===== src/sv/mf3_pkg.sv =====
package mf3_pkg;

  localparam int PIX_W      = 8;
  localparam int CFG_W      = 13;
  localparam int MAX_WIDTH  = 4096;
  localparam int MAX_HEIGHT = 4096;
  localparam int CNT_W      = $clog2(MAX_WIDTH);
  localparam int FIFO_DEPTH = 8;
  localparam int FIFO_AW    = $clog2(FIFO_DEPTH);

  typedef logic [PIX_W-1:0] pix_t;
  typedef pix_t [2:0]       col_t;
  typedef logic [CNT_W-1:0] cnt_t;
  typedef logic [CFG_W-1:0] size_t;

  typedef enum logic {
    REG_FRAME_WIDTH  = 1'b0,
    REG_FRAME_HEIGHT = 1'b1
  } reg_idx_t;

  typedef struct packed {
    pix_t median;
    logic line_end;
    logic frame_end;
  } result_t;

  typedef struct packed {
    logic last_col;
    logic last_row;
    logic emit;
  } tag_t;

  // Last valid position for a configured size, with out-of-range sizes clamped.
  function automatic cnt_t last_pos(size_t v, int unsigned limit);
    cnt_t r;
    if (v < size_t'(3)) begin
      r = cnt_t'(2);
    end else if (v > size_t'(limit)) begin
      r = cnt_t'(limit - 1);
    end else begin
      r = cnt_t'(v - size_t'(1));
    end
    return r;
  endfunction

  function automatic pix_t max2(pix_t a, pix_t b);
    return (a > b) ? a : b;
  endfunction

  function automatic pix_t min2(pix_t a, pix_t b);
    return (a < b) ? a : b;
  endfunction

  function automatic pix_t max3(pix_t a, pix_t b, pix_t c);
    return max2(max2(a, b), c);
  endfunction

  function automatic pix_t min3(pix_t a, pix_t b, pix_t c);
    return min2(min2(a, b), c);
  endfunction

  function automatic pix_t med3(pix_t a, pix_t b, pix_t c);
    return max2(min2(a, b), min2(max2(a, b), c));
  endfunction

  // Ascending: element 0 is the smallest.
  function automatic col_t sort3(col_t c);
    col_t s;
    s[0] = min3(c[0], c[1], c[2]);
    s[1] = med3(c[0], c[1], c[2]);
    s[2] = max3(c[0], c[1], c[2]);
    return s;
  endfunction

endpackage


===== src/sv/mf3_fifo.sv =====
module mf3_fifo (
  input  logic             clk,
  input  logic             rst_n,
  input  logic             push,
  input  mf3_pkg::result_t push_data,
  input  logic             pop,
  output logic             valid,
  output mf3_pkg::result_t data
);
  import mf3_pkg::*;

  result_t                mem_r [FIFO_DEPTH];
  logic [FIFO_AW-1:0]     wr_ptr_r;
  logic [FIFO_AW-1:0]     rd_ptr_r;
  logic [FIFO_AW:0]       count_r;
  logic                   do_pop;

  assign valid  = (count_r != '0);
  assign data   = mem_r[rd_ptr_r];
  assign do_pop = pop && valid;

  always_ff @(posedge clk) begin
    if (push) begin
      mem_r[wr_ptr_r] <= push_data;
    end
  end

  always_ff @(posedge clk) begin
    if (!rst_n) begin
      wr_ptr_r <= '0;
      rd_ptr_r <= '0;
      count_r  <= '0;
    end else begin
      if (push) begin
        wr_ptr_r <= wr_ptr_r + 1'b1;
      end
      if (do_pop) begin
        rd_ptr_r <= rd_ptr_r + 1'b1;
      end
      count_r <= count_r + (FIFO_AW+1)'(push) - (FIFO_AW+1)'(do_pop);
    end
  end

endmodule


===== config.mk =====
export PLATFORM = sky130hd
export DESIGN_NAME = mf3_fifo
export DESIGN_NICKNAME = d
export VERILOG_FILES = /design/src/sv/mf3_pkg.sv /design/src/sv/mf3_fifo.sv
export SDC_FILE = /design/constraint.sdc
export NUM_CORES = 1
export LEC_CHECK = 0
export BUFFER_PORTS_ARGS = -buffer_cell sky130_fd_sc_hd__buf_2
export CAP_MARGIN = 10
export CORE_ASPECT_RATIO = 2
export CORE_UTILIZATION = 30
export CTS_CLUSTER_DIAMETER = 30
export DETAILED_ROUTE_END_ITERATION = 10
export REMOVE_ABC_BUFFERS = 1
export SYNTH_ARGS = -nofsm -noshare
export SYNTH_HDL_FRONTEND = slang
export SYNTH_SLANG_ARGS = --single-unit

===== constraint.sdc =====
create_clock -name clk -period 2.29 [get_ports clk]
set_clock_uncertainty 0.05 [all_clocks]
set_input_delay 0.1145 -clock clk [delete_from_list [all_inputs] [get_ports clk]]
set_output_delay 0.1145 -clock clk [all_outputs]
set_load 0.1 [all_outputs]

==> metrics <==
status=completed; Post-CTS Setup Inserts=0; Placed Cells=363; WL per Instance=16.44 um; Syn-to-layout area delta=19.18%; Area after DPL=0.004106 mm^2; Die ar.=0.01296 mm^2; Hold Crit Class=in2reg; Post-Synthesis Mean Instance Area=20.03 um^2; crit-path max FO=20; # setup viols final=0; IO Pins=25; Critical Path RT=2130 ps; Sw Ratio=32.09%; latest clock arrival within the worst-skew pair=330 ps; Clock power frac=30.4%; Max Slew Vio Count=0; ANT cells=0; deepest level of the CTS H-tree=3; normalized max-slew margin=67.25%; commonest cells after routing, fill and taps aside=edfxtp_1 (80), buf_2 (24), mux4_1 (20), dfxtp_1 (13); Synth Register Bits=93; FP Rows=57; clock buffer count from CTS=9; CP Capture Type=output pin; CP startpoint kind=flop; gr ovfl total=0; vias in the first global route=1,926; post-route ant nets=0; IO buf count=24; highest clock rate=447.6 MHz; RSZ-0062 raised after global routing=false; Clock Sinks=93; ratio of final minimum period to clock period=97.55%; Final Non-Filler Cells=385; Clock Pin Slew Worst Setup and Hold Paths=60 ps; initial drt markers=212; die height=160.0 um; max_cap viols=0; most common library cell in the layout ignoring fill and taps=edfxtp_1; average vias per placed instance=4.584; Cell variety after synth=25; Pleak=1.565 nW; Starting Density=30.89%; Arrival @ worst endpoint=2070 ps; Final GP Congestion=0.7035; detailed-router iteration count before antenna repair=4; nets=254; initial antenna violation count=0; register area share after synthesis=71.10%; Yosys warnings=0; Gate power share=27.2%; power density over cell area=1044 mW/mm^2; clk buf depth=2; Design Area, Final=0.004463 mm^2; P_int=3.164 mW; post-DP HPWL=4339 um; via count=1,765; Post-Route WL=6328 um; CTS root buf=clkbuf_16; share of post-route cells with drive strength above 1=26.47%; switching power=1.495 mW; TritonCTS clock tree=yes; critical path class=reg2out; pin count of the biggest net entering global routing=21; Max VDD drop=551.4 uV; Period minus WS final=2234 ps; Fillers=1,122; sequential power share=42.3%; Mapped Cells=187; GR Util All Layers=11.27%; Hold Violations, Final=0; DRC Markers=0; die width=81 um; Netlist Area Pre-Place=0.003745 mm^2; CORE AREA=0.01212 mm^2; Slew @ Worst Pin=494.6 ps; first-pass GRT wire length=10,080 um
-- final timing paths --
kind / start / endpoint / slack (ps) / cells past startpoint
max: flop / data[5] / 60 / 4
min: push_data[7] / mem_r[6][7] / 6 / 1
max reg2reg: count_r[2] / count_r[3] / 140 / 9
min reg2reg: rd_ptr_r[2] / flop / 440 / 2
-- through the flow --
step                setup WS, ps  setup TNS (ps)  hold WS (ps)  power [mW]  util (%)
finish                     56.04               0         5.741       4.660     36.81
global route               5.665               0         11.51       4.836     36.81
CTS                        17.10               0        0.4640       4.699     36.77
detailed placement         109.5               0         336.6       3.279     33.87
global placement           203.7               0         329.6       3.244     33.87
floorplan                 -199.7          -482.4         163.4       3.027         -
-- synth_stat cells --
cell type / count / area [um^2]
edfxtp_1: 80 / 2402
mux4_1: 20 / 525.5
dfxtp_1: 13 / 260.3
mux2_2: 10 / 112.6
mux2i_1: 9 / 90.09
nand2_1: 8 / 30.03
nor2_1: 7 / 26.28
ha_1: 6 / 75.07
nand2b_1: 6 / 37.54
and2_1: 4 / 25.02
inv_1: 4 / 15.01
clkbuf_1: 3 / 11.26
buf_6: 2 / 22.52
nor2b_1: 2 / 12.51
nor3_1: 2 / 10.01
xnor2_1: 2 / 17.52
a21o_1: 1 / 7.510
a21oi_1: 1 / 5.000
buf_1: 1 / 3.750
fa_1: 1 / 20.02
nand2_2: 1 / 6.260
nand3_1: 1 / 5.000
or2_2: 1 / 6.260
or3b_2: 1 / 8.760
xor2_1: 1 / 8.760
-- cell type report --
cell class              instances  area, um^2  area share (%)
flip-flops and latches         93        2663           59.66
multi-input cells              84        1035           23.18
repair buffers                 41       275.3           6.168
clock buffers                   9       225.2           5.046
well taps                     147       183.9           4.121
clock inverters                 7       66.31           1.486
inverters                       4       15.01          0.3364
-- power by group through the flow --
stage                     Sequential [mW]  Clock [mW]  Combinational [mW]
after CTS                            1.97        1.44                1.28
after global routing                 1.98        1.51                1.35
after global placement               2.00           0                1.24
final                                1.97        1.42                1.27
after detailed placement             2.01           0                1.27
after floorplan                      2.04           0               0.992
-- flip-flops by register name (all words and copies together) (netlist names), named ones only --
register,cells
wr_ptr_r,3
count_r,4
mem_r,80
rd_ptr_r,3
-- routing by layer --
layer	part of all wire, %	GRT usage (%)
met1	36	10.90
met2	57	20.36
met3	2.8	2.171
met4	3.8	7.873
met5	0	0
-- what timing repair did --
action / 4_1_cts / 5_1_grt
endpoints found under the hold margin: 48 / 0
gates resized for setup: 0 / 1
hold buffers: 6 / 0
setup endpoints to repair: 0 / 2
-- logic make-up after synthesis --
logic type	share of synthesized area (%)
mux	19.45
xor+xnor	0.7018
buf+inv	1.403
simple gates	4.477
flops	71.10
fa+ha+maj	2.539
compound gates	0.3341
-- critical path: stages (launching register included) --
cell and delay, ps:
dfxtp_1 360, buf_12 190, mux4_1 600, mux2_2 290, buf_2 290
Power figures use the tool's default switching activity.
