File: config.mk
export PLATFORM = sky130hd
export DESIGN_NAME = mf3_cell
export DESIGN_NICKNAME = d
export VERILOG_FILES = /design/src/sv/mf3_pkg.sv /design/src/sv/mf3_cell.sv
export SDC_FILE = /design/constraint.sdc
export NUM_CORES = 1
export LEC_CHECK = 0
export ABC_CLOCK_PERIOD_IN_PS = 5000
export BUFFER_PORTS_ARGS = -buffer_cell sky130_fd_sc_hd__buf_4
export CELL_PAD_IN_SITES_DETAIL_PLACEMENT = 0
export CELL_PAD_IN_SITES_GLOBAL_PLACEMENT = 1
export CORE_UTILIZATION = 38
export DETAILED_ROUTE_END_ITERATION = 10
export PLACE_DENSITY = 0.76
export SLEW_MARGIN = 20
export SYNTH_ARGS = -nofsm -noshare
export SYNTH_HDL_FRONTEND = slang
export SYNTH_SLANG_ARGS = --single-unit
File: constraint.sdc
create_clock -name clk -period 5 [get_ports clk]
set_input_delay 0.75 -clock clk [delete_from_list [all_inputs] [get_ports clk]]
set_output_delay 0.75 -clock clk [all_outputs]
set_load 0.005 [all_outputs]
File: src/sv/mf3_pkg.sv
package mf3_pkg;

  localparam int PIX_W      = 8;
  localparam int CFG_W      = 13;
  localparam int MAX_WIDTH  = 4096;
  localparam int MAX_HEIGHT = 4096;
  localparam int CNT_W      = $clog2(MAX_WIDTH);
  localparam int FIFO_DEPTH = 8;
  localparam int FIFO_AW    = $clog2(FIFO_DEPTH);

  typedef logic [PIX_W-1:0] pix_t;
  typedef pix_t [2:0]       col_t;
  typedef logic [CNT_W-1:0] cnt_t;
  typedef logic [CFG_W-1:0] size_t;

  typedef enum logic {
    REG_FRAME_WIDTH  = 1'b0,
    REG_FRAME_HEIGHT = 1'b1
  } reg_idx_t;

  typedef struct packed {
    pix_t median;
    logic line_end;
    logic frame_end;
  } result_t;

  typedef struct packed {
    logic last_col;
    logic last_row;
    logic emit;
  } tag_t;

  // Last valid position for a configured size, with out-of-range sizes clamped.
  function automatic cnt_t last_pos(size_t v, int unsigned limit);
    cnt_t r;
    if (v < size_t'(3)) begin
      r = cnt_t'(2);
    end else if (v > size_t'(limit)) begin
      r = cnt_t'(limit - 1);
    end else begin
      r = cnt_t'(v - size_t'(1));
    end
    return r;
  endfunction

  function automatic pix_t max2(pix_t a, pix_t b);
    return (a > b) ? a : b;
  endfunction

  function automatic pix_t min2(pix_t a, pix_t b);
    return (a < b) ? a : b;
  endfunction

  function automatic pix_t max3(pix_t a, pix_t b, pix_t c);
    return max2(max2(a, b), c);
  endfunction

  function automatic pix_t min3(pix_t a, pix_t b, pix_t c);
    return min2(min2(a, b), c);
  endfunction

  function automatic pix_t med3(pix_t a, pix_t b, pix_t c);
    return max2(min2(a, b), min2(max2(a, b), c));
  endfunction

  // Ascending: element 0 is the smallest.
  function automatic col_t sort3(col_t c);
    col_t s;
    s[0] = min3(c[0], c[1], c[2]);
    s[1] = med3(c[0], c[1], c[2]);
    s[2] = max3(c[0], c[1], c[2]);
    return s;
  endfunction

endpackage

File: src/sv/mf3_cell.sv
module mf3_cell (
  input  logic          clk,
  input  logic          en,
  input  mf3_pkg::col_t col_in,
  output mf3_pkg::col_t col_q
);
  import mf3_pkg::*;

  col_t col_r;

  // Each cell keeps one window column in sorted order and passes it on
  // to its neighbor when the next word moves through.
  always_ff @(posedge clk) begin
    if (en) begin
      col_r <= sort3(col_in);
    end
  end

  assign col_q = col_r;

endmodule

==> results of run 1 <==
## routing by layer
layer	share of wire, %	wire (um)	global-route usage (%)	vias to the layer above
met5	0	0	0	-
met4	1.7	91	6.111	0
met3	3.8	209	1.395	8
met2	49	2680	30.18	56
met1	45	2488	23.92	908
li1	-	-	-	936
## through the flow
| stage | setup TNS (ns) | hold WS [ns] | util, % |
|---|---|---|---|
| floorplan | 0 | 0.8625 | - |
| global placement | -0.9354 | 1.095 | 49.99 |
| detailed placement | -1.863 | 1.095 | 49.99 |
| CTS | 0 | 0.8252 | 50.77 |
| global route | -0.6110 | 0.8261 | 53.87 |
| finish | 0 | 0.8252 | 53.87 |
## power groups by stage
| stage | clock, mW | combinational [mW] | sequential, mW |
|---|---|---|---|
| after floorplan | 0 | 0.269 | 0.302 |
| after detailed placement | 0 | 0.449 | 0.295 |
| after global routing | 0.121 | 0.550 | 0.294 |
| final | 0.109 | 0.506 | 0.290 |
| after CTS | 0.112 | 0.452 | 0.291 |
| after global placement | 0 | 0.444 | 0.294 |
## cells in the final DEF (no fill, tap or decap), types with 2 or more instances in the layout
cell type  netlist  routed
buf_4            0      66
ha_1            31      28
edfxtp_1        24      24
inv_1           19      19
nand2_1         16      15
a21oi_1         18      15
mux2_4           7      14
nand3_1         12      10
o21ai_0         12      10
mux2_2          17      10
a221o_1          9       9
mux2i_1          7       6
buf_6            1       5
nor2_1           5       4
a21oi_2          0       3
ha_4             0       3
clkbuf_8         0       3
o21ai_2          2       2
nor2b_1          4       2
o21ai_4          1       2
nand3_2          0       2
o21a_1           2       2
and2_1           2       2
a21o_1           2       2
## logic make-up after synthesis
| family | Yosys count |
|---|---|
| mux | 31 |
| flops | 24 |
| simple gates | 46 |
| buf+inv | 24 |
| compound gates | 55 |
| fa+ha+maj | 31 |
## what timing repair did
item,CTS,global route
setup buffers,0,4
pin swaps,0,13
setup endpoints to repair,8,8
gates resized for setup,1,33
## Yosys cell counts (2+ instances only)
cell type	number
o21ai_0	12
o21a_1	2
and2_1	2
a21oi_1	18
mux2_4	7
a221o_1	9
mux2_2	17
clkbuf_2	2
a21o_1	2
o21ai_2	2
buf_2	2
nand3_1	12
edfxtp_1	24
nor2b_1	4
nor2_1	5
nand2_1	16
ha_1	31
inv_1	19
mux2i_1	7
## final timing paths
path / start / end / slack, ns
min: col_in[21] / col_q[5]$_DFFE_PP_ / 0.83
max: col_in[1] / col_q[11]$_DFFE_PP_ / 0.14
## cell type report
class	instances	area, um2
Clock buffer	3	41.29
Fill cell	508	2571
Inverter	19	71.32
Multi-Input combinational cell	163	1528
Sequential cell	24	720.7
Tap cell	72	90.09
Timing Repair Buffer	71	551.8
==> results by group, run 1 <==
Run status
  – Status: finished clean

Clock network
  – CTS clk-pin slew, worst paths: 0.08 ns
  – Max clock buf depth: 2
  – Root Buffer: clkbuf_8
  – H-tree lvl count: 1
  – CTS Hold Bufs: 0
  – CTS tree: yes
  – CTS Buf Count: 3
  – Num Clock Sinks: 24

Synth
  – Synth Area in Compound Gates: 18.49%
  – Cell accounting for the most synthesized area: edfxtp_1
  – Largest family of logic cells by synthesized area: compound AO/OA/AOI/OAI gates
  – Adder-Cell Fraction of Synth Area: 17.52%
  – Yosys top cell area share: 32.56%
  – Post-synth ARST share: 0%
  – Synth Flop Type: edfxtp_1
  – Synth top area cells: edfxtp_1 (33%), ha_1 (18%), mux2_2 (8.6%), mux2_4 (4.7%), a21oi_1 (4.1%)
  – Multiplexer share of the synthesized area: 16.56%
  – Post-Synth XOR/XNOR Area: 0%
  – Synth Cell Area: 0.002213 mm2
  – Fraction of the yosys area taken by sequential cells: 32.56%
  – Post-Synthesis Cells: 211
  – Synth unique cells: 37
  – Yosys synthesis warning count: 0
  – Synth Register Bits: 24
  – Synthesized area per cell: 10.49 um2
  – Post-synth EDFFs: 24
  – Post-Syn Nets: 268
  – Simple-Gate Fraction of Synth Area: 10.23%

Placed design
  – Port Buffers: 49
  – Worst slack at placement: -0.2572 ns
  – Placement Cell Area: 0.002786 mm2
  – Placed insts: 345
  – GP Congestion: 0.8836
  – Post-DP HPWL: 4.357 mm

Critical path
  – Crit path kind: in2reg
  – Crit path launch type: input port
  – Crit-path slowest cell: o21ai_4
  – CP Cell Sequence: buf_4 -> ha_1 -> nor2b_1 -> o211ai_2 -> a21boi_4 -> o21ai_4 -> buf_6 -> mux2_4 -> ha_1 -> nand2_1 -> nor2_2 -> o21ai_2 -> nand3_2 -> buf_6 -> mux2i_2 -> ha_1 -> a21oi_2 -> nand2_2 -> o31ai_4 -> buf_6 -> a21oi_1 -> a221o_1
  – Crit-path max cell delay: 0.33 ns
  – Crit end category: register
  – CP Buf/Inv Count: 4
  – CP required: 5.01 ns
  – Worst path top cell family by delay: compound AO/OA/AOI/OAI gates
  – CP max FO: 8
  – CP Depth: 22
  – Crit path DAT: 4.87 ns

Timing
  – Min Tclk post-route: 4.860 ns
  – Slew @ Worst Pin: 0.4191 ns
  – Final setup vio count: 0
  – Hold Fails Final Rpt: 0
  – Final slew viol count: 0
  – Worst setup margin: 0.1400 ns
  – Max-slew headroom: 72.06%
  – Fmax: 205.8 MHz
  – Crit share post-route: 97.20%

Floorplanning
  – FP Rows: 27
  – # IOs: 50
  – Die Ht: 78.32 um
  – Core area: 0.005574 mm2
  – Die Footprint: 0.006134 mm2
  – Initial Utilization: 39.71%
  – Die width: 78.32 um

Global route
  – Tot GR Track Use: 17.85%
  – Initial antenna violation count: 0
  – Vias in the first global route: 1,821
  – First-pass GRT wire length: 8.549 mm
  – Largest net degree at the start of global routing: 25
  – GRT Residual Overflow: 0

Power and ir drop
  – Clock power share: 12.1%
  – Sw Pwr: 0.3059 mW
  – Comb pwr share: 55.9%
  – Static Leak: 1.393 nW
  – Int Pwr: 0.5996 mW
  – IR drop worst, VDD: 0.1439 mV
  – Pwr per Cell Area: 301.6 mW/mm2
  – Final Power: 0.9056 mW
  – Net Sw Frac: 33.79%
  – Flop pwr share: 32.0%

Route
  – Starting DRT DRC Count: 107
  – Final WL: 5.470 mm
  – Routed Antenna Nets: 0
  – DRC Markers: 0
  – DR vias/cell: 5.420
  – WL/cell: 15.54 um
  – Via count: 1,908
  – 1st-pass router iterations: 4

Cells and area
  – Nets: 339
  – N_diodes: 0
  – Number of flip-flops in the largest register: 24
  – Design Area, Final: 0.003003 mm2
  – Post-route insts no fill: 352
  – Layout area overhead: 35.67%
  – Fraction of layout cells with a size suffix above 1: 43.93%

Hold path
  – Hold path depth: 2
  – Hold Crit Class: in2reg

Flow run
  – Max-Cap Viols: 0
Note: power is estimated with default switching activity, not from simulation.
==> run 2: changes to the inputs <==
--- a/config.mk
+++ b/config.mk
@@ -10,8 +10,9 @@
 export CELL_PAD_IN_SITES_DETAIL_PLACEMENT = 0
 export CELL_PAD_IN_SITES_GLOBAL_PLACEMENT = 1
 export CORE_UTILIZATION = 38
+export CTS_CLUSTER_DIAMETER = 200
 export DETAILED_ROUTE_END_ITERATION = 10
-export PLACE_DENSITY = 0.76
+export PLACE_DENSITY = 0.77
 export SLEW_MARGIN = 20
 export SYNTH_ARGS = -nofsm -noshare
 export SYNTH_HDL_FRONTEND = slang
==> run 2 against run 1 <==
Compared with the run above: final area increased by 0.21%; first-iteration DRC count decreased by 17%; utilization increased by 0.11 points; via count increased by 2.1%; setup slack got worse by 0.0053 ns; sequential share of layout area about the same; total power increased by 0.29%; count of clock-buffer cells in the layout unchanged; flip-flop and latch count unchanged; combinational power about the same; largest power group unchanged; highest routed layer unchanged.
==> results by group, run 2 (synthesized netlist as in run 1, its figures left out) <==
Floorplanning
  – Die width: 78.32 um
  – Die Footprint: 0.006134 mm2
  – Initial Utilization: 39.71%
  – Die Ht: 78.32 um
  – # IOs: 50
  – Core area: 0.005574 mm2
  – FP Rows: 27

Global route
  – First-pass GRT wire length: 8.825 mm
  – Initial antenna violation count: 0
  – Vias in the first global route: 1,822
  – GRT Residual Overflow: 0
  – Largest net degree at the start of global routing: 25
  – Tot GR Track Use: 18.63%

Hold path
  – Hold path depth: 2
  – Hold Crit Class: in2reg
  – HP Start: col_in[19]
  – Hold Path End: col_q[3]$_DFFE_PP_

Cells and area
  – Most common library cell in the layout ignoring fill and taps: buf_4
  – N_diodes: 0
  – Fraction of layout cells with a size suffix above 1: 42.81%
  – Number of flip-flops in the largest register: 24
  – Layout Utilization: 53.98%
  – Layout area overhead: 35.95%
  – Most frequent cells in the layout: buf_4 (71), ha_1 (29), edfxtp_1 (24)
  – Nets: 344
  – Fillers: 523

Critical path
  – Crit path DAT: 4.88 ns
  – CP max FO: 8
  – CP Cell Sequence: buf_4 -> ha_1 -> nor2b_1 -> o211ai_2 -> a21boi_4 -> o21ai_4 -> buf_12 -> buf_6 -> mux2_2 -> ha_4 -> a21oi_1 -> nor2_1 -> nor2_1 -> nand3_2 -> buf_6 -> mux2i_2 -> ha_1 -> nand3_2 -> nor3_1 -> a31oi_1 -> o31ai_4 -> nor2b_4 -> a221o_1
  – Crit path launch type: input port
  – Crit-path max cell delay: 0.37 ns
  – Crit-path slowest cell: mux2_2
  – Crit end category: register
  – CP required: 5.01 ns
  – Crit path kind: in2reg

Route
  – Final WL: 5.667 mm
  – DRC Markers: 0
  – DR vias/cell: 5.459
  – 1st-pass router iterations: 5
  – Starting DRT DRC Count: 89
  – Via count: 1,949
  – WL/cell: 15.87 um
  – Routed Antenna Nets: 0

Timing
  – Final slew viol count: 0
  – TNS Setup: 0 ns
  – Max-slew headroom: 70.58%
  – Crit share post-route: 97.31%
  – Fmax: 205.5 MHz
  – Slew @ Worst Pin: 0.4413 ns
  – Final setup vio count: 0
  – Hold Fails Final Rpt: 0
  – Min Tclk post-route: 4.865 ns

Power and ir drop
  – Static Leak: 1.408 nW
  – Int Pwr: 0.6006 mW
  – Flop pwr share: 32.1%
  – Comb pwr share: 55.9%
  – Clock power share: 12.1%
  – IR drop worst, VDD: 0.1367 mV
  – Sw Pwr: 0.3076 mW
  – Net Sw Frac: 33.87%
  – Pwr per Cell Area: 301.8 mW/mm2

Clock network
  – Root Buffer: clkbuf_8
  – Max clock buf depth: 2
  – CTS Hold Bufs: 0
  – Num Clock Sinks: 24
  – CTS tree: yes
  – CTS Buf Count: 3
  – H-tree lvl count: 1
  – CTS clk-pin slew, worst paths: 0.07 ns

Flow run
  – Max-Cap Viols: 0

Placed design
  – Post-DP HPWL: 4.498 mm
  – GP Congestion: 0.8574
  – Port Buffers: 49

Run status
  – Status: finished clean
run 2: routing by layer:
metal	up-vias	GRT usage (%)	part of all wire, %
met2	54	31.23	49
met4	0	6.481	1.8
li1	945	-	-
met5	-	0	0
met1	941	25.33	46
met3	9	1.163	3.0
run 2: what timing repair did:
item                                    4_1_cts  5_1_grt
buffers inserted                              0        5
endpoints found under the setup margin        8        8
pin swaps                                     0        8
resized for setup                             1       24
run 2: power by group through the flow:
stage | clock network, mW | registers [mW] | logic (mW)
floorplan | 0 | 0.302 | 0.269
global placement | 0 | 0.295 | 0.445
detailed placement | 0 | 0.297 | 0.451
CTS | 0.113 | 0.292 | 0.456
global route | 0.119 | 0.295 | 0.552
finish | 0.110 | 0.291 | 0.507
run 2: how the worst max path moves through the flow:
stage / startpoint / to / slack, ns / cells after the start
finish: col_in[1] / col_q[8]$_DFFE_PP_ / 0.13 / 23
global route: col_in[1] / col_q[8]$_DFFE_PP_ / -0.06 / 23
detailed placement: col_in[1] / col_q[13]$_DFFE_PP_ / -0.28 / 20
global placement: col_in[1] / col_q[8]$_DFFE_PP_ / -0.16 / 20
floorplan: col_in[9] / col_q[10]$_DFFE_PP_ / 0.06 / 22
CTS: col_in[1] / col_q[13]$_DFFE_PP_ / 0.08 / 21
run 2: critical path, delay by kind of cell:
family	cells	cell delay (ns)
compound gates	7	1.44
fa+ha+maj	3	0.87
simple gates	7	0.81
mux	2	0.51
buf+inv	4	0.51
run 2: stage by stage:
step / cells / hold slack [ns] / power, mW / area, um2 / setup WS, ns
4_1_cts: 352 / 0.8232 / 0.8615 / 2860 / 0.08324
5_1_grt: 357 / 0.8272 / 0.9659 / 3009 / -0.05811
3_3_place_gp: 349 / 1.096 / 0.7403 / 2816 / -0.1585
6_report: 357 / 0.8284 / 0.9082 / 3009 / 0.1347
3_5_place_dp: 349 / 1.098 / 0.7481 / 2816 / -0.2823
2_1_floorplan: 211 / 0.8625 / 0.5707 / 2225 / 0.06222
run 2: cell type report:
type                            instances  area [um2]  share of cell area [%]
Clock buffer                            3       41.29                   1.372
Inverter                               19       71.32                   2.370
Multi-Input combinational cell        163        1488                   49.44
Sequential cell                        24       720.7                   23.95
Tap cell                               72       90.09                   2.994
Timing Repair Buffer                   76       598.1                   19.88
